--- src/sv/klstk_pkg.sv ---
`default_nettype none
package klstk_pkg;

  localparam int DEPTH  = 16;
  localparam int ADDR_W = (DEPTH > 1) ? $clog2(DEPTH) : 1;
  localparam int CNT_W  = $clog2(DEPTH + 1);
  localparam int WORD_W = 32;

  typedef enum logic [1:0] {
    OP_PUSH    = 2'd0,
    OP_POP     = 2'd1,
    OP_PEEK    = 2'd2,
    OP_DISPLAY = 2'd3
  } op_t;

  typedef enum logic [2:0] {
    ST_PUSHED = 3'd0,
    ST_DUP    = 3'd1,
    ST_FULL   = 3'd2,
    ST_EMPTY  = 3'd3,
    ST_GIVEN  = 3'd4
  } status_t;

  typedef struct packed {
    status_t                   status;
    logic signed [WORD_W-1:0]  key;
    logic signed [WORD_W-1:0]  data;
    logic [CNT_W-1:0]          count;
    logic                      empty;
    logic                      last;
  } result_t;

endpackage
`default_nettype wire

--- src/sv/klstk_if.sv ---
`default_nettype none
interface klstk_req_if;
  logic                                  valid;
  logic                                  ready;
  logic [1:0]                            opcode;
  logic signed [klstk_pkg::WORD_W-1:0]   in_key;
  logic signed [klstk_pkg::WORD_W-1:0]   in_data;

  modport source (output valid, output opcode, output in_key, output in_data, input ready);
  modport sink   (input valid, input opcode, input in_key, input in_data, output ready);
endinterface

interface klstk_rsp_if;
  logic                                  valid;
  logic                                  ready;
  logic [2:0]                            status;
  logic signed [klstk_pkg::WORD_W-1:0]   out_key;
  logic signed [klstk_pkg::WORD_W-1:0]   out_data;
  logic [klstk_pkg::CNT_W-1:0]           entry_count;
  logic                                  is_empty;
  logic                                  last;

  modport source (output valid, output status, output out_key, output out_data,
                  output entry_count, output is_empty, output last, input ready);
  modport sink   (input valid, input status, input out_key, input out_data,
                  input entry_count, input is_empty, input last, output ready);
endinterface
`default_nettype wire

--- src/sv/klstk_ram.sv ---
`default_nettype none
module klstk_ram #(
  parameter int WIDTH   = 64,
  parameter int ENTRIES = 16,
  parameter int AW      = 4
) (
  input  wire logic             clk,
  input  wire logic             we,
  input  wire logic [AW-1:0]    waddr,
  input  wire logic [WIDTH-1:0] wdata,
  input  wire logic [AW-1:0]    raddr,
  output logic      [WIDTH-1:0] rdata
);

  logic [WIDTH-1:0] mem [ENTRIES];

  always_ff @(posedge clk) begin
    if (we) begin
      mem[waddr] <= wdata;
    end
    rdata <= mem[raddr];
  end

endmodule
`default_nettype wire

--- src/sv/klstk_engine.sv ---
`default_nettype none
module klstk_engine (
  input  wire logic               clk,
  input  wire logic               rst,
  klstk_req_if.sink               req,
  output logic                    res_valid,
  input  wire logic               res_ready,
  output klstk_pkg::result_t      res
);

  localparam int AW = klstk_pkg::ADDR_W;
  localparam int CW = klstk_pkg::CNT_W;
  localparam int WW = klstk_pkg::WORD_W;

  typedef enum logic [1:0] {S_IDLE, S_SCAN, S_RWAIT, S_EMIT} state_t;

  state_t                     state, state_next;
  klstk_pkg::op_t             op, op_next;
  logic signed [WW-1:0]       key, key_next;
  logic signed [WW-1:0]       data, data_next;
  logic [CW-1:0]              count, count_next;
  logic [CW-1:0]              idx, idx_next;
  logic                       pend, pend_next;
  klstk_pkg::result_t         res_next;

  logic                       we;
  logic [AW-1:0]              waddr;
  logic [AW-1:0]              raddr;
  logic [2*WW-1:0]            rdata;
  logic [CW-1:0]              cnt_m1;
  logic [CW-1:0]              idx_m1;
  logic                       issue;

  assign cnt_m1    = count - CW'(1);
  assign idx_m1    = idx - CW'(1);
  assign issue     = (idx < count);
  assign req.ready = (state == S_IDLE);
  assign res_valid = (state == S_EMIT);

  klstk_ram #(
    .WIDTH   (2 * WW),
    .ENTRIES (klstk_pkg::DEPTH),
    .AW      (AW)
  ) u_ram (
    .clk   (clk),
    .we    (we),
    .waddr (waddr),
    .wdata ({key, data}),
    .raddr (raddr),
    .rdata (rdata)
  );

  always_comb begin
    state_next = state;
    op_next    = op;
    key_next   = key;
    data_next  = data;
    count_next = count;
    idx_next   = idx;
    pend_next  = 1'b0;
    res_next   = res;
    we         = 1'b0;
    waddr      = count[AW-1:0];
    raddr      = idx[AW-1:0];

    case (state)
      S_IDLE: begin
        // The top entry is read speculatively so a pop, peek or display finds it in the cycle after acceptance.
        raddr = cnt_m1[AW-1:0];
        if (req.valid) begin
          op_next   = klstk_pkg::op_t'(req.opcode);
          key_next  = req.in_key;
          data_next = req.in_data;
          if (klstk_pkg::op_t'(req.opcode) == klstk_pkg::OP_PUSH) begin
            idx_next   = '0;
            state_next = S_SCAN;
          end else if (count == '0) begin
            res_next.status = klstk_pkg::ST_EMPTY;
            res_next.key    = '0;
            res_next.data   = '0;
            res_next.count  = '0;
            res_next.empty  = 1'b1;
            res_next.last   = 1'b1;
            state_next      = S_EMIT;
          end else begin
            idx_next   = cnt_m1;
            state_next = S_RWAIT;
          end
        end
      end

      S_SCAN: begin
        // One read is issued per cycle; the key read in the previous cycle is compared now.
        res_next.key  = '0;
        res_next.data = '0;
        res_next.last = 1'b1;
        if (pend && (rdata[2*WW-1:WW] == key)) begin
          res_next.status = klstk_pkg::ST_DUP;
          res_next.count  = count;
          res_next.empty  = (count == '0);
          state_next      = S_EMIT;
        end else if (!issue && !pend) begin
          if (count == CW'(klstk_pkg::DEPTH)) begin
            res_next.status = klstk_pkg::ST_FULL;
            res_next.count  = count;
            res_next.empty  = 1'b0;
          end else begin
            we              = 1'b1;
            count_next      = count + CW'(1);
            res_next.status = klstk_pkg::ST_PUSHED;
            res_next.count  = count + CW'(1);
            res_next.empty  = 1'b0;
          end
          state_next = S_EMIT;
        end else begin
          pend_next = issue;
          if (issue) begin
            idx_next = idx + CW'(1);
          end
        end
      end

      S_RWAIT: begin
        res_next.status = klstk_pkg::ST_GIVEN;
        res_next.key    = rdata[2*WW-1:WW];
        res_next.data   = rdata[WW-1:0];
        res_next.last   = (op != klstk_pkg::OP_DISPLAY) || (idx == '0);
        if (op == klstk_pkg::OP_POP) begin
          count_next     = cnt_m1;
          res_next.count = cnt_m1;
          res_next.empty = (cnt_m1 == '0);
        end else begin
          res_next.count = count;
          res_next.empty = 1'b0;
        end
        state_next = S_EMIT;
      end

      S_EMIT: begin
        raddr = idx_m1[AW-1:0];
        if (res_ready) begin
          if ((op == klstk_pkg::OP_DISPLAY) && (res.status == klstk_pkg::ST_GIVEN) &&
              (idx != '0)) begin
            idx_next   = idx_m1;
            state_next = S_RWAIT;
          end else begin
            state_next = S_IDLE;
          end
        end
      end

      default: begin
        state_next = S_IDLE;
      end
    endcase
  end

  always_ff @(posedge clk) begin
    if (rst) begin
      state <= S_IDLE;
      count <= '0;
      pend  <= 1'b0;
    end else begin
      state <= state_next;
      count <= count_next;
      pend  <= pend_next;
    end
    op   <= op_next;
    key  <= key_next;
    data <= data_next;
    idx  <= idx_next;
    res  <= res_next;
  end

endmodule
`default_nettype wire

--- src/sv/keyed_lifo_stack.sv ---
// Bounded last-in-first-out stack of unique-key/data pairs.
// Requests arrive on req (opcode, in_key, in_data) and results leave on rsp
// (status, out_key, out_data, entry_count, is_empty, last); both channels move
// one transaction on a clock edge where valid and ready are high.
// A push, pop or peek gives one result. A display gives one result per stored
// entry, top first, with last set on the final one; on an empty stack it gives
// a single underflow result.
// One request is processed at a time. The pairs live in a single memory with
// one read port and a registered read, and that port sets the order of work:
// a push walks the stored keys for duplicates, bottom first, and stops at the
// first match; a pop or peek reads the top entry, and a display reads the
// entries one after another from the top. A pop, peek or display on an empty
// stack gives its underflow result without a memory read.
// Each result sits in an output register; the next request is accepted while
// it waits. When rsp.ready is low the engine holds its next result and stops.
// Reset (rst, synchronous) empties the stack and drops any pending result.
// Memory contents are not cleared; only entries below the count are ever used.
`default_nettype none
module keyed_lifo_stack (
  input  wire logic    clk,
  input  wire logic    rst,
  klstk_req_if.sink    req,
  klstk_rsp_if.source  rsp
);

  logic                 res_valid;
  logic                 res_ready;
  klstk_pkg::result_t   res;
  logic                 ovalid;
  klstk_pkg::result_t   obuf;

  assign res_ready = !ovalid || rsp.ready;

  klstk_engine u_engine (
    .clk       (clk),
    .rst       (rst),
    .req       (req),
    .res_valid (res_valid),
    .res_ready (res_ready),
    .res       (res)
  );

  always_ff @(posedge clk) begin
    if (rst) begin
      ovalid <= 1'b0;
    end else if (res_valid && res_ready) begin
      ovalid <= 1'b1;
    end else if (rsp.ready) begin
      ovalid <= 1'b0;
    end
    if (res_valid && res_ready) begin
      obuf <= res;
    end
  end

  assign rsp.valid       = ovalid;
  assign rsp.status      = obuf.status;
  assign rsp.out_key     = obuf.key;
  assign rsp.out_data    = obuf.data;
  assign rsp.entry_count = obuf.count;
  assign rsp.is_empty    = obuf.empty;
  assign rsp.last        = obuf.last;

  a_count_bound: assert property (@(posedge clk) disable iff (rst)
    rsp.valid |-> (rsp.entry_count <= klstk_pkg::CNT_W'(klstk_pkg::DEPTH)))
    else $error("entry count beyond stack depth");

  a_empty_flag: assert property (@(posedge clk) disable iff (rst)
    rsp.valid |-> (rsp.is_empty == (rsp.entry_count == '0)))
    else $error("empty flag disagrees with entry count");

  a_zero_payload: assert property (@(posedge clk) disable iff (rst)
    (rsp.valid && (rsp.status != klstk_pkg::ST_GIVEN)) |->
      ((rsp.out_key == '0) && (rsp.out_data == '0) && rsp.last))
    else $error("non-entry result carries payload or is not last");

  a_one_at_a_time: assert property (@(posedge clk) disable iff (rst)
    (req.valid && req.ready) |=> !req.ready)
    else $error("request accepted while another is in progress");

endmodule
`default_nettype wire
--- src/flat_wrapper.sv ---
// flat-port wrapper written by rule: the top's interface ports become plain ports
module keyed_lifo_stack_flat 
  (clk, rst, req_valid, req_opcode, req_in_key, req_in_data, req_ready, rsp_valid, rsp_status, rsp_out_key, rsp_out_data, rsp_entry_count, rsp_is_empty, rsp_last, rsp_ready);
  klstk_req_if req_i ();
  klstk_rsp_if rsp_i ();
  input  wire logic clk;
  input  wire logic rst;
  input wire logic [$bits(req_i.valid)-1:0] req_valid;
  input wire logic [$bits(req_i.opcode)-1:0] req_opcode;
  input wire logic [$bits(req_i.in_key)-1:0] req_in_key;
  input wire logic [$bits(req_i.in_data)-1:0] req_in_data;
  output wire logic [$bits(req_i.ready)-1:0] req_ready;
  output wire logic [$bits(rsp_i.valid)-1:0] rsp_valid;
  output wire logic [$bits(rsp_i.status)-1:0] rsp_status;
  output wire logic [$bits(rsp_i.out_key)-1:0] rsp_out_key;
  output wire logic [$bits(rsp_i.out_data)-1:0] rsp_out_data;
  output wire logic [$bits(rsp_i.entry_count)-1:0] rsp_entry_count;
  output wire logic [$bits(rsp_i.is_empty)-1:0] rsp_is_empty;
  output wire logic [$bits(rsp_i.last)-1:0] rsp_last;
  input wire logic [$bits(rsp_i.ready)-1:0] rsp_ready;
  assign req_i.valid = req_valid;
  assign req_i.opcode = req_opcode;
  assign req_i.in_key = req_in_key;
  assign req_i.in_data = req_in_data;
  assign req_ready = req_i.ready;
  assign rsp_valid = rsp_i.valid;
  assign rsp_status = rsp_i.status;
  assign rsp_out_key = rsp_i.out_key;
  assign rsp_out_data = rsp_i.out_data;
  assign rsp_entry_count = rsp_i.entry_count;
  assign rsp_is_empty = rsp_i.is_empty;
  assign rsp_last = rsp_i.last;
  assign rsp_i.ready = rsp_ready;
  keyed_lifo_stack u_core (.clk(clk), .rst(rst), .req(req_i), .rsp(rsp_i));
endmodule
--- config.mk ---
export PLATFORM = sky130hd
export DESIGN_NAME = keyed_lifo_stack_flat
export DESIGN_NICKNAME = d
export VERILOG_FILES = /design/src/sv/klstk_pkg.sv /design/src/sv/klstk_if.sv /design/src/sv/klstk_ram.sv /design/src/sv/klstk_engine.sv /design/src/sv/keyed_lifo_stack.sv /design/src/flat_wrapper.sv
export SDC_FILE = /design/constraint.sdc
export NUM_CORES = 2
export LEC_CHECK = 0
export ABC_AREA = 1
export BUFFER_PORTS_ARGS = -buffer_cell sky130_fd_sc_hd__buf_4
export CAP_MARGIN = 20
export CORE_MARGIN = 4
export CORE_UTILIZATION = 36
export CTS_CLUSTER_SIZE = 16
export DETAILED_ROUTE_END_ITERATION = 7
export PLACE_DENSITY = 0.53
export REMOVE_ABC_BUFFERS = 1
export SETUP_SLACK_MARGIN = 0.15
export SLEW_MARGIN = 20
export SYNTH_ARGS = -nofsm -noshare
export SYNTH_HDL_FRONTEND = slang
export SYNTH_SLANG_ARGS = --single-unit
--- constraint.sdc ---
create_clock -name clk -period 9.5 [get_ports clk]
set_clock_uncertainty 0.1 [all_clocks]
set_input_delay 0.95 -clock clk [delete_from_list [all_inputs] [get_ports clk]]
set_output_delay 0.95 -clock clk [all_outputs]
set_load 0.02 [all_outputs]
==> report_table.html <==
<table>
<tr><th>Metric</th><th>Value</th></tr>
<tr><th colspan="2">Detailed routing</th></tr>
<tr><td>Routed length per instance</td><td>between 20 and 25 microns</td></tr>
<tr><td>Vias per std cell</td><td>5.18</td></tr>
<tr><td>Detailed-route via count</td><td>30300</td></tr>
<tr><td>1st-pass router iterations</td><td>5</td></tr>
<tr><td>Wirelength, routed</td><td>136000 microns</td></tr>
<tr><td>Remaining antenna violation count</td><td>0</td></tr>
<tr><td>Number of DRC violations after detailed-routing iteration 0</td><td>~2600</td></tr>
<tr><td>Post-detailed-route DRC marker count</td><td>0</td></tr>
<tr><th colspan="2">Floorplanning</th></tr>
<tr><td>Chip Height</td><td>about 390 microns</td></tr>
<tr><td>Width of the die</td><td>387 microns</td></tr>
<tr><td>Initial core utilization</td><td>0.363</td></tr>
<tr><td>Area of the core</td><td>142000 sq um</td></tr>
<tr><td>IO Count</td><td>about 150</td></tr>
<tr><td>Std cell rows</td><td>about 140</td></tr>
<tr><td>DIE AREA</td><td>149000 sq um</td></tr>
<tr><th colspan="2">Final layout</th></tr>
<tr><td>Most frequent standard cell in the layout excluding fill and tap cells</td><td>sky130_fd_sc_hd__edfxtp_1</td></tr>
<tr><td>Design area</td><td>59200 sq um</td></tr>
<tr><td>Number of nets in the layout</td><td>3934</td></tr>
<tr><td>Fill cell count</td><td>13000</td></tr>
<tr><td>Share of layout cells above drive strength 1</td><td>0.175</td></tr>
<tr><td>Commonest cells after routing, fill and taps aside</td><td>sky130_fd_sc_hd__edfxtp_1 (1243), sky130_fd_sc_hd__o211ai_1 (514), sky130_fd_sc_hd__nand2_1 (376)</td></tr>
<tr><td>Final core utilization</td><td>0.417</td></tr>
<tr><td>Area added between synthesis and finish</td><td>14.7%</td></tr>
<tr><th colspan="2">CTS</th></tr>
<tr><td>Root buf cell</td><td>sky130_fd_sc_hd__clkbuf_16</td></tr>
<tr><td># H-tree levels</td><td>4</td></tr>
<tr><td>Number of sinks driven by the clock tree</td><td>1316</td></tr>
<tr><td>Clock latency on the worst-skew pair</td><td>between 700 and 800 ps</td></tr>
<tr><td>Clock transition at the registers of the reported paths</td><td>about 60 ps</td></tr>
<tr><td>CTS Hold Buffers Added</td><td>0</td></tr>
<tr><td>Post-CTS Repair Setup Buffers</td><td>0</td></tr>
<tr><td>Cts bufs inserted</td><td>144</td></tr>
<tr><td>Maximum number of buffers from clock root to sink</td><td>3</td></tr>
<tr><td>Clock tree from TritonCTS</td><td>done</td></tr>
<tr><td>Number of instances resized during post-cts repair</td><td>0</td></tr>
<tr><th colspan="2">Logic synthesis</th></tr>
<tr><td>Combinational family with the most area after synthesis</td><td>compound AO/OA/AOI/OAI gates</td></tr>
<tr><td>Mean instance size in the synthesized netlist</td><td>13.8 sq um</td></tr>
<tr><td>Number of unique standard cell types used by synthesis</td><td>39</td></tr>
<tr><td>Adder-cell share of the synthesized area</td><td>0.00388</td></tr>
<tr><td>Gate count after technology mapping</td><td>around 3700</td></tr>
<tr><td>#FFs+latches synth</td><td>approximately 1300</td></tr>
<tr><td>Cell area after synthesis</td><td>51600 sq um</td></tr>
<tr><td>Part of the Yosys area used for sequential elements</td><td>0.752</td></tr>
<tr><td>Leading register cell type out of synthesis</td><td>sky130_fd_sc_hd__edfxtp_1</td></tr>
<tr><td>Ys Warns</td><td>0</td></tr>
<tr><td>Share of the synthesized area in compound gates (AO/OA/AOI/OAI)</td><td>0.106</td></tr>
<tr><td>Multiplexer fraction of the synthesized cell area</td><td>0</td></tr>
<tr><td>Fraction of registers with async set/reset</td><td>0</td></tr>
<tr><td>Simple-gate share of the synthesized area</td><td>0.0966</td></tr>
<tr><td>Fraction of synthesized cell area taken by the top area cell type</td><td>0.723</td></tr>
<tr><td>Area share of xor/xnor cells in the synthesized design</td><td>0.00267</td></tr>
<tr><td>Dominant cells by area after synthesis</td><td>sky130_fd_sc_hd__edfxtp_1 (72%), sky130_fd_sc_hd__o211ai_1 (7.5%), sky130_fd_sc_hd__or2_2 (3.1%)</td></tr>
<tr><td>Cell accounting for the most synthesized area</td><td>sky130_fd_sc_hd__edfxtp_1</td></tr>
<tr><td>Number of flops mapped to enable cells by yosys</td><td>around 1200</td></tr>
<tr><th colspan="2">Pwr</th></tr>
<tr><td>Leakage power of the design</td><td>slightly above 0.02 uW</td></tr>
<tr><td>Clock power frac</td><td>0.235</td></tr>
<tr><td>Power density relative to cell area</td><td>approximately 390 nW/um^2</td></tr>
<tr><td>Maximum VDD drop</td><td>0.000354 V</td></tr>
<tr><td>Comb pwr share</td><td>0.422</td></tr>
<tr><td>Seq pwr share</td><td>0.342</td></tr>
<tr><td>Net Sw Power</td><td>9600 uW</td></tr>
<tr><td>Fraction of power spent switching nets</td><td>0.414</td></tr>
<tr><td>Internal power summed over all cells</td><td>around 14000 uW</td></tr>
<tr><th colspan="2">Setup path</th></tr>
<tr><td>Count of buffer and inverter cells on the critical path</td><td>3</td></tr>
<tr><td>Cell at the slowest stage of the critical path</td><td>sky130_fd_sc_hd__nor2_4</td></tr>
<tr><td>Startpoint class of the critical path</td><td>flop</td></tr>
<tr><td>Stage delay of the slowest cell on the critical path</td><td>690 ps</td></tr>
<tr><td>Path type of the worst setup path</td><td>reg2reg</td></tr>
<tr><td>Arrival @ worst endpoint</td><td>approximately 5100 ps</td></tr>
<tr><td>Required time of the critical path</td><td>9780 ps</td></tr>
<tr><td>Cell-by-cell listing of the critical path</td><td>inv_2 -&gt; ha_1 -&gt; a21oi_1 -&gt; or2_2 -&gt; nand3_1 -&gt; nand2_1 -&gt; nor3_1 -&gt; nand2_1 -&gt; nor2_4 -&gt; buf_4 -&gt; buf_4</td></tr>
<tr><td>Cell family with the largest share of critical-path delay</td><td>simple AND/OR/NAND/NOR gates</td></tr>
<tr><td>Crit. End Element</td><td>flop</td></tr>
<tr><td>Critical path fanouts, max</td><td>26</td></tr>
<tr><th colspan="2">STA</th></tr>
<tr><td>Final Hold Fails</td><td>0</td></tr>
<tr><td>Unrepaired setup endpoints after global routing</td><td>no</td></tr>
<tr><td>Max-slew violation total from the final report</td><td>0</td></tr>
<tr><td>Final Cycle Share</td><td>0.510</td></tr>
<tr><td>Clock period minus final worst setup slack</td><td>4840 ps</td></tr>
<tr><td>Final hold slack</td><td>264 ps</td></tr>
<tr><td>Least-Margin Pin Slew</td><td>1060 ps</td></tr>
<tr><td>Count of final setup violators</td><td>0</td></tr>
<tr><td>Max-Slew Margin vs Limit</td><td>0.291</td></tr>
<tr><td>Smallest setup slack after layout</td><td>about 4700 ps</td></tr>
<tr><td>Achievable clock frequency</td><td>a little over 200 MHz</td></tr>
<tr><th colspan="2">Placed design</th></tr>
<tr><td>Post-detailed-placement cell area</td><td>54500 sq um</td></tr>
<tr><td>Port-buffer cells</td><td>145</td></tr>
<tr><td>Hpwl dp</td><td>66800 microns</td></tr>
<tr><td>Placer's final routability congestion estimate</td><td>0.822</td></tr>
<tr><td>Worst Setup Slack post-DPL</td><td>4710 ps</td></tr>
<tr><th colspan="2">Global routing</th></tr>
<tr><td>Maximum number of pins on one net before global-route repair</td><td>212</td></tr>
<tr><td>First-pass GRT wire length</td><td>between 200000 and 250000 microns</td></tr>
<tr><td>Remaining global-route overflow</td><td>0</td></tr>
<tr><td>Via count of the first global-routing pass</td><td>slightly below 30000</td></tr>
<tr><td>Total routing usage reported by global routing</td><td>0.179</td></tr>
<tr><td>Initial antenna violation count</td><td>3</td></tr>
<tr><th colspan="2">Hold path</th></tr>
<tr><td>Class of the worst hold path</td><td>in2reg</td></tr>
<tr><th colspan="2">Status</th></tr>
<tr><td>Status</td><td>complete, no violations</td></tr>
<tr><th colspan="2">Job</th></tr>
<tr><td>Total of max-cap violations</td><td>0</td></tr>
</table>
==> through the flow <==
| stage | total power (uW) | instances | setup TNS (ps) |
|---|---|---|---|
| floorplan | 14700 | 3503 | -162280 |
| global placement | 17900 | 5592 | 0 |
| detailed placement | 18000 | 5592 | 0 |
| CTS | 23500 | 5851 | 0 |
| global route | 24700 | 5852 | 0 |
| finish | 23200 | 5852 | 0 |
==> kinds of logic (layout without fill, tap and decap cells) <==
logic type | Yosys count | in the layout
AO/OA/AOI/OAI | 824 | 824
XOR/XNOR | 14 | 14
adder cells (fa/ha/maj) | 16 | 16
buffers and inverters | 469 | 703
flip-flops | 1316 | 1316
other | 0 | 1
AND/OR/NAND/NOR | 1088 | 1088
==> metal layers <==
layer,up-vias,GRT usage,wire length [microns]
li1,14000,-,-
met1,15300,0.255,62700
met2,856,0.282,62600
met3,188,0.0295,7160
met4,0,0.0540,3320
met5,-,0,0
==> power groups by stage <==
stage / logic [uW] / clock network (uW) / registers (uW)
final: 9780 / 5450 / 7930
after global routing: 10900 / 5840 / 8010
after CTS: 9920 / 5600 / 7940
after detailed placement: 9900 / 0 / 8050
after global placement: 9850 / 0 / 8040
after floorplan: 6750 / 0 / 7920
==> registers in the layout, indices dropped and copies added (netlist names), 2 cells and up <==
| signal | count |
|---|---|
| u_core.u_engine.res | 74 |
| u_core.u_engine.u_ram.mem | 1024 |
| u_core.rsp.out_data | 32 |
| u_core.u_engine.state | 2 |
| u_core.u_engine.data | 32 |
| u_core.u_engine.key | 32 |
| u_core.rsp.status | 3 |
| u_core.rsp.entry_count | 5 |
| u_core.u_engine.idx | 5 |
| u_core.u_engine.count | 5 |
| u_core.u_engine.u_ram.rdata | 64 |
| u_core.rsp.out_key | 32 |
| u_core.u_engine.op | 2 |
==> synthesized netlist by cell type, types with 16 or more instances <==
master / n
sky130_fd_sc_hd__edfxtp_1: 1243
sky130_fd_sc_hd__buf_2: 152
sky130_fd_sc_hd__nand3_1: 163
sky130_fd_sc_hd__nand2_1: 376
sky130_fd_sc_hd__inv_1: 236
sky130_fd_sc_hd__o21ai_0: 170
sky130_fd_sc_hd__ha_1: 16
sky130_fd_sc_hd__or2_2: 258
sky130_fd_sc_hd__a21oi_1: 25
sky130_fd_sc_hd__clkbuf_1: 40
sky130_fd_sc_hd__o21ai_1: 106
sky130_fd_sc_hd__nor2_1: 269
sky130_fd_sc_hd__dfxtp_1: 73
sky130_fd_sc_hd__o211ai_1: 514
==> worst register-to-register path: cells and delay by family (launching register included) <==
kind,cells,cell delay [ps]
flops,1,530
fa+ha+maj,1,330
compound gates,1,70
buf+inv,3,1340
simple gates,6,2080
==> worst paths after layout <==
| check | end | slack (ps) | startpoint | cells past startpoint |
|---|---|---|---|---|
| setup / recovery | u_core.u_engine.u_ram.mem[6][2] | 4660 | u_core.u_engine.count[2] | 11 |
| hold / removal | u_core.u_engine.data[11] | 260 | req_in_data[11] | 1 |
| setup reg to reg | u_core.u_engine.u_ram.mem[6][2] | 4660 | u_core.u_engine.count[2] | 11 |
| hold reg to reg | u_core.rsp.out_data[2] | 300 | u_core.u_engine.res[9] | 0 |
==> area by class of cell <==
cell class,instances,area [sq um],area share
clock buffers,201,4020,0.0680
clock inverters,58,588,0.00994
repair buffers,199,1520,0.0257
diodes,1,2.50,0.0000423
flip-flops and latches,1316,38800,0.656
multi-input cells,1942,10900,0.185
well taps,1890,2360,0.0400
inverters,245,953,0.0161
No activity file was read; power rests on OpenSTA's default activity.
